<file path="src/rtl/core/tldr_pkg.sv">
// shared types, constants and helpers for the thick line depth rasterizer
`default_nettype none

package tldr_pkg;

    // framebuffer geometry
    localparam int FB_WIDTH  = 256;
    localparam int FB_HEIGHT = 256;
    localparam int FB_PIXELS = FB_WIDTH * FB_HEIGHT;
    localparam int FB_ADDR_W = $clog2(FB_PIXELS);

    // divider sizing
    localparam int DIV_N_W   = 50;
    localparam int DIV_D_W   = 34;
    localparam int DIV_STEPS = DIV_N_W;
    localparam int DIV_CNT_W = $clog2(DIV_STEPS);

    // screen coordinate clamp and depth constants
    localparam logic signed [15:0] COORD_MIN  = -16'sd8192;
    localparam logic signed [15:0] COORD_MAX  = 16'sd8191;
    localparam logic signed [31:0] DEPTH_FAR  = 32'sh7FFF_FFFF;
    localparam logic signed [31:0] DEPTH_NEAR = 32'sh8000_0000;
    localparam logic signed [50:0] DEPTH_BIAS = 51'sd655;

    // operations
    localparam logic OP_DRAW = 1'b0;
    localparam logic OP_READ = 1'b1;

    // configuration register indexes
    localparam int CFG_IDX_W = 3;
    localparam logic [CFG_IDX_W-1:0] REG_VP_X = 3'd0;
    localparam logic [CFG_IDX_W-1:0] REG_VP_Y = 3'd1;
    localparam logic [CFG_IDX_W-1:0] REG_VP_W = 3'd2;
    localparam logic [CFG_IDX_W-1:0] REG_VP_H = 3'd3;

    typedef enum logic [4:0] {
        S_CLEAR, S_IDLE, S_READ, S_CM1, S_CM2, S_CDIV, S_CWAIT, S_DEGEN,
        S_SQ1, S_SQ2, S_SQ3, S_SQ4, S_SQ5, S_SQ6, S_SQ7,
        S_PIX, S_PMUL, S_PWAIT, S_STEP, S_SY_M, S_SY_T, S_AEND,
        S_BBEG, S_SX_M, S_SX_T, S_BEND, S_FIN, S_DONE
    } st_t;

    typedef struct packed {
        logic                       start;
        logic signed [DIV_N_W-1:0]  dividend;
        logic signed [DIV_D_W-1:0]  divisor;
    } div_req_t;

    typedef struct packed {
        logic                       busy;
        logic                       done;
        logic signed [DIV_N_W-1:0]  quotient;
    } div_rsp_t;

    // pixel lies inside the framebuffer
    function automatic logic inside_fb(input logic signed [15:0] px,
                                       input logic signed [15:0] py);
        inside_fb = !px[15] && (px[14:0] < 15'(FB_WIDTH))
                 && !py[15] && (py[14:0] < 15'(FB_HEIGHT));
    endfunction

    // linear store address of an inside pixel
    function automatic logic [FB_ADDR_W-1:0] pix_addr(input logic signed [15:0] px,
                                                      input logic signed [15:0] py);
        logic [31:0] a;
        a = 32'(py[14:0]) * 32'(FB_WIDTH) + 32'(px[14:0]);
        pix_addr = a[FB_ADDR_W-1:0];
    endfunction

endpackage

`default_nettype wire

</file>
<file path="src/rtl/core/tldr_div.sv">
// iterative signed divider, one quotient bit per cycle, truncating toward zero
`default_nettype none

module tldr_div (
    input  wire logic               clk,
    input  wire logic               rst_n,
    input  wire tldr_pkg::div_req_t req,
    output tldr_pkg::div_rsp_t      rsp
);
    import tldr_pkg::*;

    logic                  busy_reg, busy_next;
    logic                  done_reg, done_next;
    logic [DIV_CNT_W-1:0]  cnt_reg, cnt_next;
    logic [DIV_D_W-1:0]    rem_reg, rem_next;
    logic [DIV_N_W-1:0]    quo_reg, quo_next;
    logic [DIV_D_W-1:0]    den_reg, den_next;
    logic                  neg_reg, neg_next;
    logic [DIV_D_W:0]      trial;
    logic [DIV_D_W:0]      diff;
    logic                  fits;

    // restoring step and start loading
    always_comb
    begin
        trial     = {rem_reg, quo_reg[DIV_N_W-1]};
        diff      = trial - {1'b0, den_reg};
        fits      = trial >= {1'b0, den_reg};
        busy_next = busy_reg;
        cnt_next  = cnt_reg;
        done_next = busy_reg && (cnt_reg == DIV_CNT_W'(DIV_STEPS - 1));
        rem_next  = rem_reg;
        quo_next  = quo_reg;
        den_next  = den_reg;
        neg_next  = neg_reg;
        if (req.start)
        begin
            busy_next = 1'b1;
            cnt_next  = '0;
            rem_next  = '0;
            quo_next  = req.dividend[DIV_N_W-1] ? DIV_N_W'(-req.dividend)
                                                : DIV_N_W'(req.dividend);
            den_next  = req.divisor[DIV_D_W-1] ? DIV_D_W'(-req.divisor)
                                               : DIV_D_W'(req.divisor);
            neg_next  = req.dividend[DIV_N_W-1] ^ req.divisor[DIV_D_W-1];
        end
        else if (busy_reg)
        begin
            cnt_next = cnt_reg + 1'b1;
            if (cnt_reg == DIV_CNT_W'(DIV_STEPS - 1))
                busy_next = 1'b0;
            rem_next = fits ? diff[DIV_D_W-1:0] : trial[DIV_D_W-1:0];
            quo_next = {quo_reg[DIV_N_W-2:0], fits};
        end
    end

    // control state
    always_ff @(posedge clk or negedge rst_n)
    begin
        if (!rst_n)
        begin
            busy_reg <= 1'b0;
            done_reg <= 1'b0;
            cnt_reg  <= '0;
        end
        else
        begin
            busy_reg <= busy_next;
            done_reg <= done_next;
            cnt_reg  <= cnt_next;
        end
    end

    // datapath
    always_ff @(posedge clk)
    begin
        rem_reg <= rem_next;
        quo_reg <= quo_next;
        den_reg <= den_next;
        neg_reg <= neg_next;
    end

    // result with sign restored
    always_comb
    begin
        rsp.busy     = busy_reg;
        rsp.done     = done_reg;
        rsp.quotient = neg_reg ? -$signed(quo_reg) : $signed(quo_reg);
    end

endmodule

`default_nettype wire

</file>
<file path="config.mk">
export PLATFORM = sky130hd
export DESIGN_NAME = tldr_div
export DESIGN_NICKNAME = d
export VERILOG_FILES = /design/src/rtl/core/tldr_pkg.sv /design/src/rtl/core/tldr_div.sv
export SDC_FILE = /design/constraint.sdc
export NUM_CORES = 1
export LEC_CHECK = 0
export BUFFER_PORTS_ARGS = -buffer_cell sky130_fd_sc_hd__buf_2
export CORE_UTILIZATION = 40
export DETAILED_ROUTE_END_ITERATION = 7
export GPL_TIMING_DRIVEN = 0
export PLACE_DENSITY = 0.58
export SLEW_MARGIN = 10
export SYNTH_ARGS = -nofsm -noshare
export SYNTH_HDL_FRONTEND = slang
export SYNTH_SLANG_ARGS = --single-unit
export TNS_END_PERCENT = 50
</file>
<file path="constraint.sdc">
create_clock -name clk -period 4 [get_ports clk]
set_input_delay 0.4 -clock clk [delete_from_list [all_inputs] [get_ports clk]]
set_output_delay 0.4 -clock clk [all_outputs]
set_load 0.01 [all_outputs]
</file>
# Word level (Yosys, flattened, before mapping)
# Index checks and enable logic that the tools add are counted.
classes:
  add_sub_neg: 5
  magnitude_cmp: 1
  n_eq_ne: 1
  mux: 11
  bitwise: 1
  n_reduce_logical: 2
op_table:
  columns: ["cell", "count"]
  rows:
  - ["$mux W50", 4]
  - ["$neg A50 Y50", 2]
  - ["$ge A35 B34 Y1", 1]
  - ["$mux W34", 1]
  - ["$neg A34 Y34", 1]
  - ["$sub A34 B34 Y34", 1]
  - ["$mux W33", 1]
  - ["$mux W6", 2]
  - ["$add A6 B1 Y6 const B", 1]
  - ["$eq A6 B6 Y1 const B", 1]
  - ["$mux W1", 3]
  - ["$reduce_bool A2 Y1", 1]
  - ["$logic_and A1 B1 Y1", 1]
  - ["$xor A1 B1 Y1", 1]
word_totals:
  regBits: 127

# Longest topological paths before layout
# Gate-level depths: netlist (run 1).
depth:
  depth_word: 4
  depth_mapped: 12
  depth_no_buf: 11

# Worst setup path after synthesis (run 1)
# OpenSTA, ideal clock, no wires.
synth_timing:
  kind: "register to output"
  startpoint: "register quo_reg[4]"
  endpoint: "output rsp[38] (netlist bit)"
  t_arrival_ps: 2907
  setup_slack_ps: 693
  path_stages_with_launch: 9
  path_cell_list: "edfxtp_1 > or3_1 > or4b_4 > or4_4 > o41a_1 > a21o_1 > buf_6 > a21oi_2 > xnor2_1"
synth_rtl:
  columns: ["element", "line_no", "text"]
  rows:
  - ["from (decl)", "tldr_div.sv:16", "logic [DIV_N_W-1:0] quo_reg, quo_next;"]
  - ["from (signal assigned)", "tldr_div.sv:78", "quo_reg <= quo_next;"]
  - ["to (decl)", "tldr_div.sv:8", "output tldr_pkg::div_rsp_t rsp"]

==> results of run 1 <==
final timing paths:
path | depth (start not counted) | slack [ps] | to
setup / recovery | 9 | 70 | rsp[48]
setup reg to reg | 11 | 180 | rem_reg[0]
hold / removal | 1 | 180 | den_reg[0]
min in group asynchronous | 2 | 340 | cnt_reg[4]
hold reg to reg | 2 | 520 | rem_reg[32]
max in group asynchronous | 2 | 3480 | cnt_reg[1]
cells by family (layout without fill, tap and decap cells):
family / count (synthesis) / after routing / share of synthesized area [%]
AOI/OAI and AO/OA: 346 / 346 / 22.7
DFF: 127 / 127 / 33.8
adders and majority gates: 40 / 40 / 5.01
buffers and inverters: 123 / 308 / 4.73
and+or+nand+nor: 408 / 408 / 20.1
muxes: 6 / 6 / 0.592
xor gates and xnor gates: 151 / 151 / 13.0
worst reg2reg max path, cell delays in order, from the launching register on:
cell      delay, ps
dfxtp_1         420
ha_1            260
clkbuf_1        190
a21oi_1         410
o21a_1          280
o211ai_1        190
o21a_1          250
clkbuf_1        250
o211ai_1        540
clkbuf_1        490
nand3_1         160
a311oi_1        280
metrics by stage:
stage               cell area, um2  setup slack (ps)
global placement             11200               107
global route                 12000             -31.8
floorplan                    10100               693
finish                       12000              66.8
detailed placement           11300               221
CTS                          11900              12.3
metal layers:
layer	vias up	wire, um	track usage [%]
met5	-	0	0
met4	0	576	7.46
met3	40	1770	3.08
met2	351	13800	38.2
met1	4454	14200	31.5
li1	4797	-	-
final cells by class:
type                            instances  area (um2)
Inverter                               51         191
Multi-Input combinational cell        951        6250
Clock buffer                           18         439
Clock inverter                         14         174
Timing Repair Buffer                  153         821
Buffer                                 72         289
Tap cell                              324         405
Sequential cell                       127        3430
Fill cell                            2434       12600
Yosys cell counts, types with 8 or more instances:
library cell	n	area share, %
a211oi_1	14	1.0
a21o_1	10	0.74
a21oi_1	88	4.3
a311oi_1	19	1.6
and2_1	10	0.62
buf_1	8	0.30
clkbuf_1	60	2.2
dfrtp_1	8	2.0
dfxtp_1	34	6.7
edfxtp_1	85	25
ha_1	39	4.8
inv_1	51	1.9
nand2_1	88	3.3
nand2b_1	11	0.68
nand3_1	41	2.0
nand4_1	21	1.3
nor2_1	112	4.1
nor3_1	18	0.89
nor4_1	9	0.55
o211ai_1	19	1.4
o21a_1	12	0.89
o21ai_0	74	3.6
o31ai_1	36	2.7
o41ai_1	18	1.6
or2_2	13	0.80
or3_1	35	2.2
or4_1	19	1.4
xnor2_1	82	7.1
xor2_1	69	6.0
power breakdown:
part	leakage, nW	internal [W]	switching, W
Clock	0.303	0.00101	0.000661
Sequential	1.23	0.00165	0.000261
Combinational	3.15	0.000961	0.00150
Total	4.69	0.00362	0.00242
repair_timing:
action | CTS | global route
hold buffers | 1 | 0
hold endpoints to repair | 8 | 0
pin swaps | 1 | 3
gates cloned | 0 | 0
buffers inserted | 3 | 11
setup endpoints to repair | 7 | 24
resized for setup | 0 | 5
==> impl_results.md, run 1 <==
* H-tree depth at 4
* # IOs at 139
* Fin crit share at 98.3%
* Slew HR at 39.6%
* Clock latency on the worst-skew pair at 430 ps
* Final GP Congestion at 0.900
* Antenna Diode Count at 0
* Register clock-pin slew on the reported worst setup and hold paths at 60 ps
* Max incr delay on CP at 560 ps
* Initial DRT Pass Iterations at 5
* Detailed-route DRC error count at 0
* Kind of cell adding the most delay to the critical path: simple AND/OR/NAND/NOR gates
* CTS sink count at 127
* Crit path launch: quo_reg[7]
* Fraction of layout cells with a size suffix above 1 at 15.6%
* Worst Path Arrival at 3530 ps
* WL per Instance at 17.8 um
* FFs w/ async S/R, synth at 6.30%
* Final nets at 1500
* Clk root buf: clkbuf_16
* Most frequent cells in the layout: buf_2 (137), nor2_1 (112), nand2_1 (88), a21oi_1 (88), edfxtp_1 (85)
* Hold_sp: req[0]
* EDFF count, synth at 85
* Vias at 9642
* Tightest Pin Transition at 898 ps
* Flops & latches, synth at 127
* Starting DRT DRC Count at 857
* Critical Path End Type: output pin
* Power Dens Cells at 504 mW/mm2
* Placeable Area at 0.0246 mm2
* Die W at 161 um
* Max reg flops at 50
* Crit-path max FO at 8
* Min-Delay Path Class: in -> reg
* Pwr Total at 0.00605 W
* Die footprint at 0.0260 mm2
* First-pass GRT wire length at 47400 um
* Largest vdd supply drop at 0.286 mV
* Commonest non-fill, non-tap cell in the layout: buf_2
* Sequential-to-total area share from yosys stat at 33.8%
* Final setup vio count at 0
* Detail Route Antenna Nets at 0
* DRT Wirelength at 30400 um
* Final Non-Filler Cells at 1710
* Via density at 5.64
* CTS tree: done
* Slowest cell on crit path: or4_4
* Max Cap Violations at 0
* Reg-to-Reg Start: rem_reg[11]
* Worst hold slack at 183 ps
* Clock Skew at 7.93 ps
* Final Hold Fails at 0
* Final core utilization at 48.8%
* IO buf count at 137
* Synth Net Count at 1328
* Synth Flop Type: edfxtp_1
* Pleak at 4.69 nW
* Pins Over Slew Limit at 0
* Min cycle time layout at 3930 ps
* Mean Syn Cell Area at 8.45 um2
* Synthesized area at 0.0101 mm2
* Critical Path, Cell by Cell: or3_1 -> or4b_4 -> or4_4 -> o41a_1 -> a21o_1 -> buf_6 -> a21oi_2 -> xnor2_1 -> buf_2
* Starting density of the core at 41.2%
* Crit start category: flop
* CP Class: reg -> out
* CP Data Required Time at 3600 ps
* Total negative slack at 0 ps
* Placed cells at 1663
* Final HPWL DP at 23500 um
* Syn Inst Count at 1201
* Core Rows at 57
* Die H at 161 um
* Initial antenna violation count at 0
* Vias in the first global route at 8905
* Synth cell types at 69
* Layout area overhead at 18.3%
* GR Util All Layers at 23.2%
* Max Fclk at 254 MHz
* Max Buffers Root-to-Sink at 2
* Num CTS Buffers at 17
* Synth warnings at 0
* Buf/Inv on CP at 2
* Status: completed
* Grt ovf at 0
* Pin count of the biggest net entering global routing at 37
Power figures use the tool's default switching activity.
==> run 2, diff against run 1 <==
CTS_BUF_LIST = sky130_fd_sc_hd__clkbuf_8   (was default)
GPL_TIMING_DRIVEN = default   (was 0)
==> run 2 against run 1 <==
Net effect: wire length is 7.4% lower; first-iteration DRC count fell by 9.8%; largest power group unchanged; cell area is 2.5% lower.
==> impl_results.md, run 2 (synthesized netlist as in run 1, its figures left out) <==
* Detailed-route DRC error count at 0 (unchanged)
* CTS sink count at 127 (unchanged)
* CP Class: reg -> out
* Max Buffers Root-to-Sink at 2 (unchanged)
* Most frequent cells in the layout: buf_2 (137), nor2_1 (112), nand2_1 (88), a21oi_1 (88), edfxtp_1 (85)
* Fin crit share at 96.4% (-1.9 points)
* Layout area overhead at 15.4%
* Commonest non-fill, non-tap cell in the layout: buf_2
* Total negative slack at 0 ps (unchanged)
* Initial antenna violation count at 0 (unchanged)
* First-pass GRT wire length at 45500 um (-3.9%)
* Pin count of the biggest net entering global routing at 168 (+350%)
* Die H at 161 um (unchanged)
* DRT Wirelength at 28200 um (-7.4%)
* Max reg flops at 50 (unchanged)
* Die footprint at 0.0260 mm2 (unchanged)
* CP Data Required Time at 3600 ps (about the same)
* Critical Path End Type: output pin
* Fraction of layout cells with a size suffix above 1 at 17.1% (+1.5 points)
* GR Util All Layers at 21.8% (-1.4 points)
* Pins Over Slew Limit at 0 (unchanged)
* H-tree depth at 4 (unchanged)
* Register-to-Register Path Depth at 12 (+1)
* Die W at 161 um (unchanged)
* Max Cap Violations at 0 (unchanged)
* Largest vdd supply drop at 0.245 mV (-14%)
* Clock Skew at 12.5 ps (+4.62 ps)
* WL per Instance at 17.0 um (-4.2%)
* Antenna Diode Count at 0 (unchanged)
* Final Non-Filler Cells at 1654 (-3.3%)
* # IOs at 139 (unchanged)
* Vias at 9375 (-2.8%)
* Switch share at 39.9% (-0.21 points)
* Max Fclk at 259 MHz (+2.0%)
* Vias in the first global route at 8715 (-2.1%)
* Crit path launch: quo_reg[4]
* Register clock-pin slew on the reported worst setup and hold paths at 90 ps (+30 ps)
* Final setup vio count at 0 (unchanged)
* IO buf count at 138 (+0.73%)
* Detail Route Antenna Nets at 0 (unchanged)
* Crit start category: flop
* Min cycle time layout at 3860 ps (-77.1 ps)
* Switching Power at 0.00226 W (-6.6%)
* Slew HR at 40.9% (+1.3 points)
* Clk root buf: clkbuf_8
* Pleak at 4.60 nW (-1.8%)
* Worst R2R Setup Slack at 710 ps (+530 ps)
* CTS tree: done
* Starting DRT DRC Count at 773 (-9.8%)
* Combinational share of power at 43.3% (+2.5 points)
* Worst r2r dst: rem_reg[22]
* Status: completed
* Pwr Total at 0.00568 W (-6.1%)
* Clock latency on the worst-skew pair at 450 ps (+20 ps)
* Num CTS Buffers at 17 (unchanged)
* CP endpoint: rsp[44]
* Min-Delay Path Class: in -> reg
* Placeable Area at 0.0246 mm2 (unchanged)
* Via density at 5.67 (+0.52%)
* Starting density of the core at 41.2% (unchanged)
* Grt ovf at 0 (unchanged)
* Hold_sp: req[0]
* Final nets at 1444 (-3.7%)
* Final HPWL DP at 20800 um (-12%)
* Core Rows at 57 (unchanged)
* Final Hold Fails at 0 (unchanged)
* Internal power at 0.00341 W (-5.7%)
* Clock power share at 23.8% (-3.8 points)
* Reg-to-Reg Start: quo_reg[49]
* Initial DRT Pass Iterations at 7 (+2)
* Part of the power in registers at 32.8% (+1.2 points)
* Power Dens Cells at 485 mW/mm2 (-3.7%)
* Placed cells at 1612 (-3.1%)
* Tightest Pin Transition at 886 ps (-11.8 ps)
* Crit-path max FO at 8 (unchanged)
* Final GP Congestion at 0.911 (+1.2%)
* Worst Path Arrival at 3460 ps (-70 ps)
-- run 2: per-stage QoR --
stage | hold slack [ps] | cell area (um2) | setup WS, ps | utilization [%]
6_report | 172 | 11700 | 144 | 47.6
5_1_grt | 150 | 11700 | -2.93 | 47.6
4_1_cts | 137 | 11700 | 0.995 | 47.4
3_5_place_dp | 255 | 11100 | 367 | 45.3
3_3_place_gp | 254 | 11100 | 407 | 45.3
2_1_floorplan | 104 | 10100 | 693 | -
-- run 2: routing by layer --
metal | track usage [%] | part of all wire, % | wire length, um
met4 | 4.50 | 0.84 | 237
met5 | 0 | 0 | 0
met2 | 34.5 | 44 | 12500
met1 | 31.4 | 49 | 13800
met3 | 3.42 | 5.8 | 1620
-- run 2: layout make-up --
class / instances / area [um2]
timing repair buffer: 169 / 953
sequential: 127 / 3430
clock buffer: 18 / 248
clock inverter: 14 / 228
fill: 2416 / 12900
tap: 324 / 405
multi-input combinational: 951 / 6250
inverter: 51 / 191
-- run 2: timing repair --
item / 4_1_cts / 5_1_grt
resized for setup: 2 / 1
setup buffers: 3 / 6
endpoints found under the setup margin: 8 / 8
endpoints found under the hold margin: 8 / 0
pin swaps: 0 / 1
hold buffers: 1 / 0
-- run 2: power groups by stage --
stage | clock network [W] | logic [W] | registers (W)
global route | 0.00144 | 0.00272 | 0.00189
CTS | 0.00139 | 0.00242 | 0.00186
floorplan | 0 | 0.00172 | 0.00182
global placement | 0 | 0.00239 | 0.00189
finish | 0.00135 | 0.00246 | 0.00187
detailed placement | 0 | 0.00239 | 0.00189
-- run 2: worst min path at each step --
stage / end / slack [ps] / depth (start not counted)
after global placement: done_reg / 250 / 1
after detailed placement: done_reg / 260 / 1
after CTS: den_reg[0] / 140 / 1
final: den_reg[0] / 170 / 1
after floorplan: busy_reg / 100 / 0
after global routing: den_reg[0] / 150 / 1
-- run 2: critical path, stage by stage (launching register included) --
cell      delay [ps]
edfxtp_1         400
or3_4            420
or4b_4           600
or4_4            560
o41a_1           380
a21o_4           260
a21oi_2          120
xnor2_1          120
buf_2            140
